===== config.mk =====
export PLATFORM = sky130hd
export DESIGN_NAME = swizzled_texture_address_gen
export DESIGN_NICKNAME = d
export VERILOG_FILES = /design/src/rtl/stag_pkg.sv /design/src/rtl/swizzled_texture_address_gen.sv
export SDC_FILE = /design/constraint.sdc
export NUM_CORES = 1
export LEC_CHECK = 0
export ABC_AREA = 1
export BUFFER_PORTS_ARGS = -buffer_cell sky130_fd_sc_hd__buf_4
export CORE_MARGIN = 1
export CORE_UTILIZATION = 40
export DETAILED_ROUTE_END_ITERATION = 8
export PLACE_DENSITY = 0.67
export RECOVER_POWER = 50
export SETUP_SLACK_MARGIN = 0.2
export SKIP_LAST_GASP = 1
export SLEW_MARGIN = 20
export SYNTH_ARGS = -nofsm -noshare
export SYNTH_HDL_FRONTEND = slang
export SYNTH_SLANG_ARGS = --single-unit

===== constraint.sdc =====
create_clock -name clock -period 8 [get_ports clock]
set_input_delay 0.8 -clock clock [delete_from_list [all_inputs] [get_ports clock]]
set_output_delay 0.8 -clock clock [all_outputs]
set_load 0.02 [all_outputs]

===== src/rtl/stag_pkg.sv =====
// shared constants and types of the swizzled texture address generator
// no dependencies; used by the top level and the port checker
`default_nettype none

package stag_pkg;

   localparam int DEF_MAX_DIM_LOG2 = 12;
   localparam int CFG_W            = 13;
   localparam int OUT_W            = 26;
   localparam int CSR_IDX_W        = 2;

   localparam logic [31:0] EVEN_BITS = 32'h5555_5555;
   localparam logic [31:0] ODD_BITS  = 32'hAAAA_AAAA;

   typedef enum logic [CSR_IDX_W-1:0] {
      REG_TEX_WIDTH  = 2'd0,
      REG_TEX_HEIGHT = 2'd1,
      REG_ARGB_MODE  = 2'd2
   } csr_reg_type;

   typedef struct packed {
      logic [OUT_W-1:0] src_offset;
      logic [OUT_W-1:0] dst_offset;
      logic             last;
   } rsp_type;

endpackage

`default_nettype wire


===== src/rtl/swizzled_texture_address_gen.sv =====
// Z-order texture unswizzle address generator: one source/destination offset pair per step
// depends on stag_pkg
//
//   channel   ports                          direction   payload
//   req       req_valid / req_stall          in          restart
//   rsp       rsp_valid / rsp_stall          out         src_offset, dst_offset, last
//   csr       csr_we / csr_index             in          csr_wdata (13 bits)
//
// one step per cycle while req_stall is low: the offset adds feed the result register and the
// masked increments feed the position registers; a result is registered in the result register
// (or in the skid register while a result waits); this two-entry output buffer lets a transfer
// happen while a result waits; req_stall comes from the skid register alone
// reset clears position state, the registers (width 1, height 1, gray) and the valid flags of both buffer entries
`default_nettype none

module swizzled_texture_address_gen #(
   parameter int MAX_DIM_LOG2 = stag_pkg::DEF_MAX_DIM_LOG2
) (
   input  wire logic                           clock,
   input  wire logic                           reset,
   input  wire logic                           csr_we,
   input  wire logic [stag_pkg::CSR_IDX_W-1:0] csr_index,
   input  wire logic [stag_pkg::CFG_W-1:0]     csr_wdata,
   input  wire logic                           req_valid,
   output      logic                           req_stall,
   input  wire logic                           req_restart,
   output      logic                           rsp_valid,
   input  wire logic                           rsp_stall,
   output      logic [stag_pkg::OUT_W-1:0]     rsp_src_offset,
   output      logic [stag_pkg::OUT_W-1:0]     rsp_dst_offset,
   output      logic                           rsp_last
);

   localparam int OFS_W  = 2 * MAX_DIM_LOG2;
   localparam int CNT_W  = MAX_DIM_LOG2;
   localparam int DIM_W  = (stag_pkg::CFG_W > CNT_W + 1) ? stag_pkg::CFG_W : CNT_W + 1;
   localparam int LOG_W  = $clog2(MAX_DIM_LOG2 + 1);
   localparam int SH_W   = OFS_W + 2;
   localparam int WIDE_W = (SH_W > stag_pkg::OUT_W) ? SH_W : stag_pkg::OUT_W;
   localparam logic [DIM_W-1:0] MAX_DIM = DIM_W'(1) << MAX_DIM_LOG2;

   // configuration registers
   logic [stag_pkg::CFG_W-1:0] tex_width_ff, tex_height_ff;
   logic                       argb_mode_ff;

   // position state
   logic [OFS_W-1:0] col_offset_ff, col_offset_in;
   logic [OFS_W-1:0] row_base_ff, row_base_in;
   logic [OFS_W-1:0] col_start_ff, col_start_in;
   logic [OFS_W-1:0] linear_row_start_ff, linear_row_start_in;
   logic [CNT_W-1:0] col_count_ff, col_count_in;
   logic [CNT_W-1:0] row_count_ff, row_count_in;

   // output buffer
   logic              rsp_valid_ff, rsp_valid_in;
   logic              skid_valid_ff, skid_valid_in;
   stag_pkg::rsp_type rsp_data_ff, rsp_data_in;
   stag_pkg::rsp_type skid_data_ff, skid_data_in;
   stag_pkg::rsp_type step_result;

   // derived geometry
   logic [DIM_W-1:0] raw_w, raw_h, eff_w, eff_h;
   logic [LOG_W-1:0] log_w, log_h, log_min;
   logic [OFS_W-1:0] low_mask, xmask, ymask, tile;

   // step datapath
   logic [OFS_W-1:0] cur_col_offset, cur_row_base, cur_col_start, cur_linear;
   logic [CNT_W-1:0] cur_col_count, cur_row_count;
   logic [OFS_W-1:0] src_sum, dst_sum, row_base_step;
   logic [WIDE_W-1:0] src_wide, dst_wide;
   logic             row_end, frame_end;
   logic             req_xfer, rsp_xfer, out_free;

   always_ff @(posedge clock) begin
      if (reset) begin
         tex_width_ff  <= stag_pkg::CFG_W'(1);
         tex_height_ff <= stag_pkg::CFG_W'(1);
         argb_mode_ff  <= 1'b0;
      end else if (csr_we) begin
         case (csr_index)
            stag_pkg::REG_TEX_WIDTH:  tex_width_ff  <= csr_wdata;
            stag_pkg::REG_TEX_HEIGHT: tex_height_ff <= csr_wdata;
            stag_pkg::REG_ARGB_MODE:  argb_mode_ff  <= csr_wdata[0];
            default: ;
         endcase
      end
   end

   always_comb begin
      raw_w = DIM_W'(tex_width_ff);
      raw_h = DIM_W'(tex_height_ff);
      // zero acts as one, oversize saturates
      if (raw_w == '0) eff_w = DIM_W'(1);
      else if (raw_w > MAX_DIM) eff_w = MAX_DIM;
      else eff_w = raw_w;
      if (raw_h == '0) eff_h = DIM_W'(1);
      else if (raw_h > MAX_DIM) eff_h = MAX_DIM;
      else eff_h = raw_h;

      log_w = '0;
      log_h = '0;
      for (int i = 0; i < DIM_W; i++) begin
         if (eff_w[i]) log_w = LOG_W'(i);
         if (eff_h[i]) log_h = LOG_W'(i);
      end
      log_min = (log_w < log_h) ? log_w : log_h;

      // bits below the square tile size
      for (int i = 0; i < OFS_W; i++) begin
         low_mask[i] = ((LOG_W + 1)'(i) < {log_min, 1'b0});
      end
      xmask = stag_pkg::EVEN_BITS[OFS_W-1:0] | ~low_mask;
      ymask = stag_pkg::ODD_BITS[OFS_W-1:0] & low_mask;
      tile  = low_mask + OFS_W'(1);
   end

   always_comb begin
      if (req_restart) begin
         cur_col_offset = '0;
         cur_row_base   = '0;
         cur_col_start  = '0;
         cur_linear     = '0;
         cur_col_count  = '0;
         cur_row_count  = '0;
      end else begin
         cur_col_offset = col_offset_ff;
         cur_row_base   = row_base_ff;
         cur_col_start  = col_start_ff;
         cur_linear     = linear_row_start_ff;
         cur_col_count  = col_count_ff;
         cur_row_count  = row_count_ff;
      end

      row_end   = ({1'b0, DIM_W'(cur_col_count)} + (DIM_W + 1)'(1)) >= {1'b0, eff_w};
      frame_end = row_end
                  && (({1'b0, DIM_W'(cur_row_count)} + (DIM_W + 1)'(1)) >= {1'b0, eff_h});

      src_sum = cur_row_base + cur_col_offset;
      dst_sum = cur_linear + OFS_W'(cur_col_count);
      if (argb_mode_ff) begin
         src_wide = WIDE_W'({src_sum, 2'b00});
         dst_wide = WIDE_W'({dst_sum, 2'b00});
      end else begin
         src_wide = WIDE_W'(src_sum);
         dst_wide = WIDE_W'(dst_sum);
      end
      step_result.src_offset = src_wide[stag_pkg::OUT_W-1:0];
      step_result.dst_offset = dst_wide[stag_pkg::OUT_W-1:0];
      step_result.last       = frame_end;

      // y offset masked increment
      row_base_step = (cur_row_base - ymask) & ymask;

      col_offset_in       = cur_col_offset;
      row_base_in         = cur_row_base;
      col_start_in        = cur_col_start;
      linear_row_start_in = cur_linear;
      col_count_in        = cur_col_count;
      row_count_in        = cur_row_count;
      if (frame_end) begin
         col_offset_in       = '0;
         row_base_in         = '0;
         col_start_in        = '0;
         linear_row_start_in = '0;
         col_count_in        = '0;
         row_count_in        = '0;
      end else if (row_end) begin
         col_count_in        = '0;
         row_count_in        = cur_row_count + CNT_W'(1);
         linear_row_start_in = cur_linear + OFS_W'(eff_w);
         row_base_in         = row_base_step;
         // y wrapped: move on to the next square tile
         if (row_base_step == '0) col_start_in = cur_col_start + tile;
         col_offset_in       = (row_base_step == '0) ? cur_col_start + tile : cur_col_start;
      end else begin
         col_count_in  = cur_col_count + CNT_W'(1);
         col_offset_in = (cur_col_offset - xmask) & xmask;
      end
   end

   assign req_stall = skid_valid_ff;
   assign req_xfer  = req_valid && !skid_valid_ff;
   assign rsp_xfer  = rsp_valid_ff && !rsp_stall;
   assign out_free  = !rsp_valid_ff || rsp_xfer;

   always_comb begin
      rsp_valid_in  = !out_free || skid_valid_ff || req_xfer;
      skid_valid_in = skid_valid_ff ? !out_free : (req_xfer && !out_free);
      rsp_data_in   = rsp_data_ff;
      skid_data_in  = skid_data_ff;
      if (out_free) begin
         if (skid_valid_ff) rsp_data_in = skid_data_ff;
         else if (req_xfer) rsp_data_in = step_result;
      end else if (req_xfer) begin
         skid_data_in = step_result;
      end
   end

   always_ff @(posedge clock) begin
      if (reset) begin
         col_offset_ff       <= '0;
         row_base_ff         <= '0;
         col_start_ff        <= '0;
         linear_row_start_ff <= '0;
         col_count_ff        <= '0;
         row_count_ff        <= '0;
         rsp_valid_ff        <= 1'b0;
         skid_valid_ff       <= 1'b0;
      end else begin
         if (req_xfer) begin
            col_offset_ff       <= col_offset_in;
            row_base_ff         <= row_base_in;
            col_start_ff        <= col_start_in;
            linear_row_start_ff <= linear_row_start_in;
            col_count_ff        <= col_count_in;
            row_count_ff        <= row_count_in;
         end
         rsp_valid_ff  <= rsp_valid_in;
         skid_valid_ff <= skid_valid_in;
      end
   end

   always_ff @(posedge clock) begin
      rsp_data_ff  <= rsp_data_in;
      skid_data_ff <= skid_data_in;
   end

   assign rsp_valid      = rsp_valid_ff;
   assign rsp_src_offset = rsp_data_ff.src_offset;
   assign rsp_dst_offset = rsp_data_ff.dst_offset;
   assign rsp_last       = rsp_data_ff.last;

endmodule

`default_nettype wire


Word-level counts from Yosys, hierarchy flattened
Index checks and enable logic that the tools add are counted.
Widths: inputs -> output; s select.
Storage, ports and cells
  register bits: 255
  bits of input ports: 21
  output and inout bits: 55
Cells by class
  $add $sub $neg: 11
  $lt $le $gt $ge: 29
  equal/unequal tests: 2
  muxes and demuxes: 53
  bitwise logic cells: 4
  reduce and logical (&&, ||, !) cells: 21
Operator list (count)
  $mux 24: 13
  $mux 53: 2
  $mux 4: 23
  $mux 12: 6
  $mux 13: 4
  $mux 26: 2
  $add 24x24->24: 2
  $and 24x24->24: 2
  $sub 24x24->24: 2
  $lt 4x5->1 const A: 8
  $lt 5x5->1 const A: 8
  $add 12x1->13 const B: 2
  $ge 13x13->1: 2
  $gt 13x13->1 const B: 2
  $logic_not 13->1: 2
  $add 12x1->12 const B: 2
  $add 24x1->24 const B: 1
  $add 24x12->24: 1
  $add 24x13->24: 1
  $logic_not 24->1: 1
  $not 24->24: 1
  $lt 3x5->1 const A: 4
  $lt 1x5->1 const A: 2
  $lt 2x5->1 const A: 2
  11 further kinds: 25

Longest topological paths before layout
Gate-level depths: netlist of the first run.
  word-level depth: 24
  gate-level depth with buffers: 45
  mapped depth without buffers: 45

Worst setup path before layout of the first run
OpenSTA, ideal clock, no wires.
  path kind: input to register
  start point: input port req_restart
  end point: register col_offset_ff[5]
  arrival time: 5.994 ns
  setup slack: 1.938 ns
  stages: 26
  path buffers: 6
  cell sequence: clkbuf_1 clkbuf_1 clkbuf_1 clkbuf_1 buf_1 nor2_1 ha_1 or2_2 nand2_1 inv_1 ha_1 a21oi_1 nor2_1 a2111o_1 a21boi_0 o21ai_0 a221oi_1 o211ai_1 nand2_1 inv_1 nor2_1 clkinv_1 dlygate4sd3_1 a21oi_1 nand2_1 a21oi_2
Between the ends
  elaborated cells on any way between the ends: 19
RTL lines
  from (decl): RTL line swizzled_texture_address_gen.sv:26  | input wire logic req_restart,
  $mux 12: RTL line swizzled_texture_address_gen.sv:118  | if (req_restart) begin
  $add 12x1->13, on equally long branches: RTL line swizzled_texture_address_gen.sv:134, swizzled_texture_address_gen.sv:136
  $ge 13x13->1, on equally long branches: RTL line swizzled_texture_address_gen.sv:134, swizzled_texture_address_gen.sv:136
  $logic_and 1x1->1 *: RTL line swizzled_texture_address_gen.sv:136  | && (({1'b0, DIM_W'(cur_row_count)} + (DIM_W + 1)'(1)) >= {1'b0, eff_h});
  named net frame_end: RTL line swizzled_texture_address_gen.sv:71  | logic row_end, frame_end;
  $mux 24 *: RTL line swizzled_texture_address_gen.sv:160  | if (frame_end) begin
  to (signal assigned): RTL line swizzled_texture_address_gen.sv:211  | col_offset_ff <= col_offset_in;
  to (decl): RTL line swizzled_texture_address_gen.sv:47  | logic [OFS_W-1:0] col_offset_ff, col_offset_in;
Mark *: on every way through the listed nets, which the timed path passes. The rest lies on a longest branch.
A chain may end at the register's enable or synchronous reset.

Final worst setup path of the first run
  start point: input port req_restart
  end point: register rsp_data_ff, in the netlist rsp_src_offset[23] (data pin)
Between the ends
  longest elaborated chain between the ends: 5
  elaborated cells on any way between the ends: 6
Ends and longest elaborated chain
  $mux 24: RTL line swizzled_texture_address_gen.sv:118
  $add 24x24->24 *: RTL line swizzled_texture_address_gen.sv:138  | src_sum = cur_row_base + cur_col_offset;
  $mux 26 *: RTL line swizzled_texture_address_gen.sv:140  | if (argb_mode_ff) begin
  named net src_wide[23]: RTL line swizzled_texture_address_gen.sv:70  | logic [WIDE_W-1:0] src_wide, dst_wide;
  $mux 53 *: RTL line swizzled_texture_address_gen.sv:193  | else if (req_xfer) rsp_data_in = step_result;
  $mux 53 *: RTL line swizzled_texture_address_gen.sv:192  | if (skid_valid_ff) rsp_data_in = skid_data_ff;
  to (signal assigned): RTL line swizzled_texture_address_gen.sv:224  | rsp_data_ff <= rsp_data_in;
  to (decl): RTL line swizzled_texture_address_gen.sv:57  | stag_pkg::rsp_type rsp_data_ff, rsp_data_in;
Mark *: on every way through the listed nets, which the timed path passes. The rest lies on a longest branch. The select of a mux whose other input is x is not followed.

==> impl_metrics.toml, run 1 <==
[drt]
avgViaCountPerCell = 5.191
ant_nets = 0
first_pass_iters = 6
drtIter0Drc = 1369
drcViolationCount = 0
vias = 17347
wl_mm = 50.84
wl_per_cell_microns = 15.21

[finish]
syn_to_final_growth_pct = 8.840
antennaDiodeCount = 0
mostFrequentLayoutCell = "nand2_1"
design_area_sq_um = 20330
drive_gt1_share_pct = 6.382
postLayoutCoreUtil_pct = 44.43
final_cell_mix = "nand2_1 (676), nor2_1 (345), inv_1 (330)"
finalNetCount = 2868

[pwr]
irDropWorstVdd_v = 0.0001565
power_density_nw_per_um2 = 228.1
p_leak_uw = 0.008945

[yosys]
synth_area_sq_um = 18680
synthFlopType = "dfxtp_1"
synth_edf_count = 106
seq_area_frac_synth_pct = 33.00
synth_warnings = 0
synth_fp_nets = 2846
syn-instance-count = 2699
async_reset_ff_share_pct = 0
syn_avg_cell_area_sq_um = 6.922
ys_seq_elements = 255
synth_cell_types = 60

[cts]
cts_resized = 0
numCtsBuffers = 28
h-tree-depth = 1
hold_buffers = 0
clkTransAtPathRegs_ps = 60
post_cts_buffers = 0
cts.sinks = 255
clk_latency_ps = 570
cts_tree = "built"
cts-root-buf = "clkbuf_16"
cts_max_path_buffers = 3

[worst_setup_path]
worstSetupEndpointType = "register"
critPathLaunchType = "input port"
critPathLaunch = "req_restart"
cp_common_cell = "nand2_1"
worstPathArrival_ps = 6670
cpPeakStageDelay_ps = 870
reg2reg_from = "raw_h[9]"
path_class = "in -> reg"
slowest_stage = "clkbuf_1"
crit_family = "buffers and inverters"
path_buf_inv = 5
cp_data_required_time_ps = 8300
path_max_fanout = 20

[placed_design]
dpl.hpwl_mm = 37.74
io_buffer_count = 75
place.gp.congestion = 0.9545
placed_cell_area_sq_um = 19590

[sta]
worst_pin_slew_ps = 3124
fin_skew_ps = 23.77
max_slew_margin_pct = -108.2
fmax_ghz = 0.1570
setup_viol_count_final = 0
period_needed_ps = 6369
min_period_over_period_pct = 79.61
finalMaxSlewViolations = 315
rsz0062_at_grt = "false"
setup_tns_ps = 0
hold_viol = 0

[status]
status = "finished, violations left"
violations = "max-capacitance violations, max-slew violations"

[die]
rows = 78
start_util_pct = 40.82
core-area_sq_um = 45770
die_h_microns = 218.1
die_width_microns = 218.1
io_pins = 76
die-area_sq_um = 47580

[worst_hold_path]
min_path_type = "reg -> reg"
min-delay-start = "row_base_ff[10]"

[global_routing]
grt_pass1_wl_mm = 82.74
grt_pass1_vias = 16285
grt_max_degree = 81
antenna_found_initial = 0
gr-usage-all-layers_pct = 21.21
grt_overflow_total = 0

[run]
maxCapViolations = 6
-- worst paths after layout --
| path | slack (ps) | depth (start not counted) | end |
|---|---|---|---|
| worst min register to register | 440 | 2 | row_base_ff[10] |
| worst max-delay path | 1630 | 28 | rsp_src_offset[23] |
| worst max register to register | 1810 | 34 | col_offset_ff[2] |
| worst min-delay path | 440 | 2 | row_base_ff[10] |
-- power breakdown --
part           internal [uW]  leakage, uW  total [uW]  switching (uW)
clock                    804     0.000450        1370             563
combinational            513      0.00626        1740            1230
sequential              1480      0.00224        1530            50.9
total                   2790      0.00894        4640            1840
-- final cells by class --
cell class                      instances  area (sq um)
Fill cell                            4677         25440
Timing Repair Buffer                   93         465.4
Sequential cell                       255          6166
Inverter                              345          1296
Tap cell                              600         750.7
Clock inverter                         22         264.0
Clock buffer                           29         704.4
Multi-Input combinational cell       1998         10690
-- cell families (layout without fill, tap and decap cells) --
family,after synthesis,after routing,share of synthesized area (%)
XOR/XNOR,88,88,4.125
AND/OR/NAND/NOR,1276,1276,29.47
buffers and inverters,446,489,9.999
adder cells (fa/ha/maj),126,126,8.639
flip-flops,255,255,33.00
multiplexers,2,2,0.1072
AO/OA/AOI/OAI,506,506,14.66
-- synth_stat cells (42+ instances only) --
cell type,instances,share of area (%)
nor3_1,45,1.2
clkbuf_1,55,1.1
a21oi_1,241,6.5
o21ai_0,159,4.3
xor2_1,55,2.6
inv_1,331,6.7
nor2_1,347,7.0
ha_1,121,8.1
dfxtp_1,149,16
nand3_1,90,2.4
nand3_2,42,2.3
nand2_1,676,14
edfxtp_1,106,17
-- metal layers --
metal | part of all wire (%) | GRT usage, % | up-vias
li1 | - | - | 8840
met1 | 47 | 29.46 | 7915
met2 | 44 | 34.53 | 510
met3 | 5.6 | 2.157 | 82
met4 | 2.8 | 6.457 | 0
met5 | 0 | 0 | -
-- registers in the layout (all words and copies together), names as in the netlist --
register / count
rsp_src_offset: 26
col_start_ff: 24
linear_row_start_ff: 24
row_base_ff: 24
rsp_dst_offset: 26
row_count_ff: 12
col_offset_ff: 24
rsp_last: 1
col_count_ff: 12
raw_h: 13
raw_w: 13
req_stall: 1
argb_mode_ff: 1
skid_data_ff: 53
rsp_valid: 1
-- through the flow --
step                total power [uW]  setup slack, ps  hold WS, ps  instances
global placement                3262             1826        431.4       3291
CTS                             4660             1719        444.2       3342
finish                          4638             1631        442.4       3342
detailed placement              3287             1765        434.7       3291
floorplan                       2866             1938        424.8       2699
global route                    4921             1052        462.1       3342
-- worst min-delay path, delay by kind of cell (launching register included) --
family | cells | cell delay [ps]
flops | 1 | 300
buf+inv | 1 | 60
simple gates | 1 | 50
Note: power is estimated with default switching activity, not from simulation.
==> run 2: changes to the inputs <==
==> constraint.sdc (replaced) <==
create_clock -name clock -period 6.35 [get_ports clock]
set_input_delay 0.635 -clock clock [delete_from_list [all_inputs] [get_ports clock]]
set_output_delay 0.635 -clock clock [all_outputs]
set_load 0.02 [all_outputs]
==> run 2 against run 1 <==
Effect of this change: the run still ends with max-capacitance violations, max-slew violations left; die area unchanged; clock skew decreased by 4.3 ps; utilization increased by 0.32 points; critical path depth increased by 8; wire length increased by 0.85%; final cell count increased by 0.30%; register-to-register slack got worse by 1100 ps; clock power increased by 33%; combinational power increased by 28%; first-iteration DRC count decreased by 1.7%; largest power group unchanged.
==> impl_metrics.toml, run 2 (same netlist as run 1, synthesis figures left out) <==
[status]
status = "finished, violations left"
violations = "max-capacitance violations, max-slew violations"

[run]
maxCapViolations = 5

[cts]
cts-root-buf = "clkbuf_16"
numCtsBuffers = 29
cts_max_path_buffers = 3
clk_latency_ps = 590
h-tree-depth = 1
hold_buffers = 0
clkTransAtPathRegs_ps = 60
cts.sinks = 255
cts_tree = "built"

[sta]
min_period_over_period_pct = 88.27
fmax_ghz = 0.1784
setup_tns_ps = 0
hold_viol = 0
setup_viol_count_final = 0
max_slew_margin_pct = -106.6
worst_pin_slew_ps = 3099
rsz0062_at_grt = "false"
fin_skew_ps = 19.48
period_needed_ps = 5605
finalMaxSlewViolations = 252

[drt]
drtIter0Drc = 1346
wl_per_cell_microns = 15.30
first_pass_iters = 6
ant_nets = 0
avgViaCountPerCell = 5.241
wl_mm = 51.28
vias = 17567
drcViolationCount = 0

[die]
core-area_sq_um = 45770
io_pins = 76
die_h_microns = 218.1
rows = 78
die-area_sq_um = 47580
die_width_microns = 218.1
start_util_pct = 40.82

[worst_setup_path]
regToRegSetupSlack_ps = 740
path_class = "reg -> reg"
worstPathArrival_ps = 5930
path_max_fanout = 24
cpPeakStageDelay_ps = 340
slowest_stage = "a211oi_1"
cp_data_required_time_ps = 6680
critPathLaunchType = "register"
worstSetupEndpointType = "register"

[placed_design]
place.gp.congestion = 0.9613
io_buffer_count = 75
dpl.hpwl_mm = 38.14

[global_routing]
use_met3_pct = 2.686
antenna_found_initial = 0
grt_use_met2_pct = 34.51
top_usage_layer = "met2"
grt_util_met1_pct = 29.19
gr-usage-all-layers_pct = 21.35
grt_pass1_vias = 16603
grt_overflow_total = 0
grt_max_degree = 78
grt_pass1_wl_mm = 83.29

[finish]
antennaDiodeCount = 0
regMostFlops = "skid_data_ff"
largest_reg_flops = 53
drive_gt1_share_pct = 6.868
final_cell_mix = "nand2_1 (676), nor2_1 (345), inv_1 (330)"
syn_to_final_growth_pct = 9.624
mostFrequentLayoutCell = "nand2_1"
finalNetCount = 2876

[pwr]
irDropWorstVdd_v = 0.0001730
power_density_nw_per_um2 = 291.2
power_uw = 5964
p_leak_uw = 0.009041

[worst_hold_path]
min_path_type = "in -> reg"
[run 2: changes by cell type in the layout (fill, tap and decap cells not counted), moves of 2 or more]
cell / delta
clkbuf_8: +3
inv_6: +2
clkinvlp_2: -3
buf_4: +7
clkinv_1: -3
clkinv_2: +3
[run 2: power breakdown]
group	internal (uW)	switching (uW)	leakage [uW]
registers	1860	62.8	0.00224
clock network	1090	739	0.000504
logic	669	1550	0.00630
total	3620	2350	0.00904
[run 2: final timing paths]
path / endpoint / from / cells after the start
worst max-delay path: col_start_ff[23] / raw_w[6] / 36
worst min-delay path: raw_w[0] / csr_wdata[0] / 3
worst max register to register: col_start_ff[23] / raw_w[6] / 36
worst min register to register: row_base_ff[10] / row_base_ff[10] / 2
[run 2: routing by layer]
| layer | vias to the layer above | share of wire [%] |
|---|---|---|
| li1 | 8877 | - |
| met1 | 8084 | 46 |
| met2 | 528 | 45 |
| met3 | 78 | 6.4 |
| met4 | 0 | 2.8 |
| met5 | - | 0 |
[run 2: critical path, delay by kind of cell (launching register included)]
| kind | cells | cell delay [ps] |
|---|---|---|
| AO/OA/AOI/OAI | 7 | 1530 |
| adder cells (fa/ha/maj) | 2 | 520 |
| flip-flops | 1 | 330 |
| AND/OR/NAND/NOR | 18 | 1960 |
| buffers and inverters | 9 | 1030 |
[run 2: area by class of cell]
class                           count  area [sq um]
Multi-Input combinational cell   1998         10690
Timing Repair Buffer              100         539.3
Fill cell                        4628         25290
Tap cell                          600         750.7
Inverter                          345          1296
Clock inverter                     20         266.5
Sequential cell                   255          6166
Clock buffer                       34         774.5
[run 2: stage by stage]
stage / hold WS (ps) / utilization (%) / instance area [sq um] / instances / setup WS (ps)
2_1_floorplan: 424.8 / - / 18680 / 2699 / 452.9
3_5_place_dp: 434.8 / 42.95 / 19660 / 3298 / 739.9
3_3_place_gp: 431.3 / 42.95 / 19660 / 3298 / 881.7
4_1_cts: 285.3 / 45.22 / 20700 / 3352 / 678.9
6_report: 295.4 / 44.75 / 20480 / 3352 / 744.6
5_1_grt: 303.1 / 44.75 / 20480 / 3352 / 202.1
[run 2: repair_timing]
action / 4_1_cts / 5_1_grt
buffers inserted: 0 / 0
endpoints found under the hold margin: 0 / 0
endpoints found under the setup margin: 0 / 28
resized for setup: 0 / 4
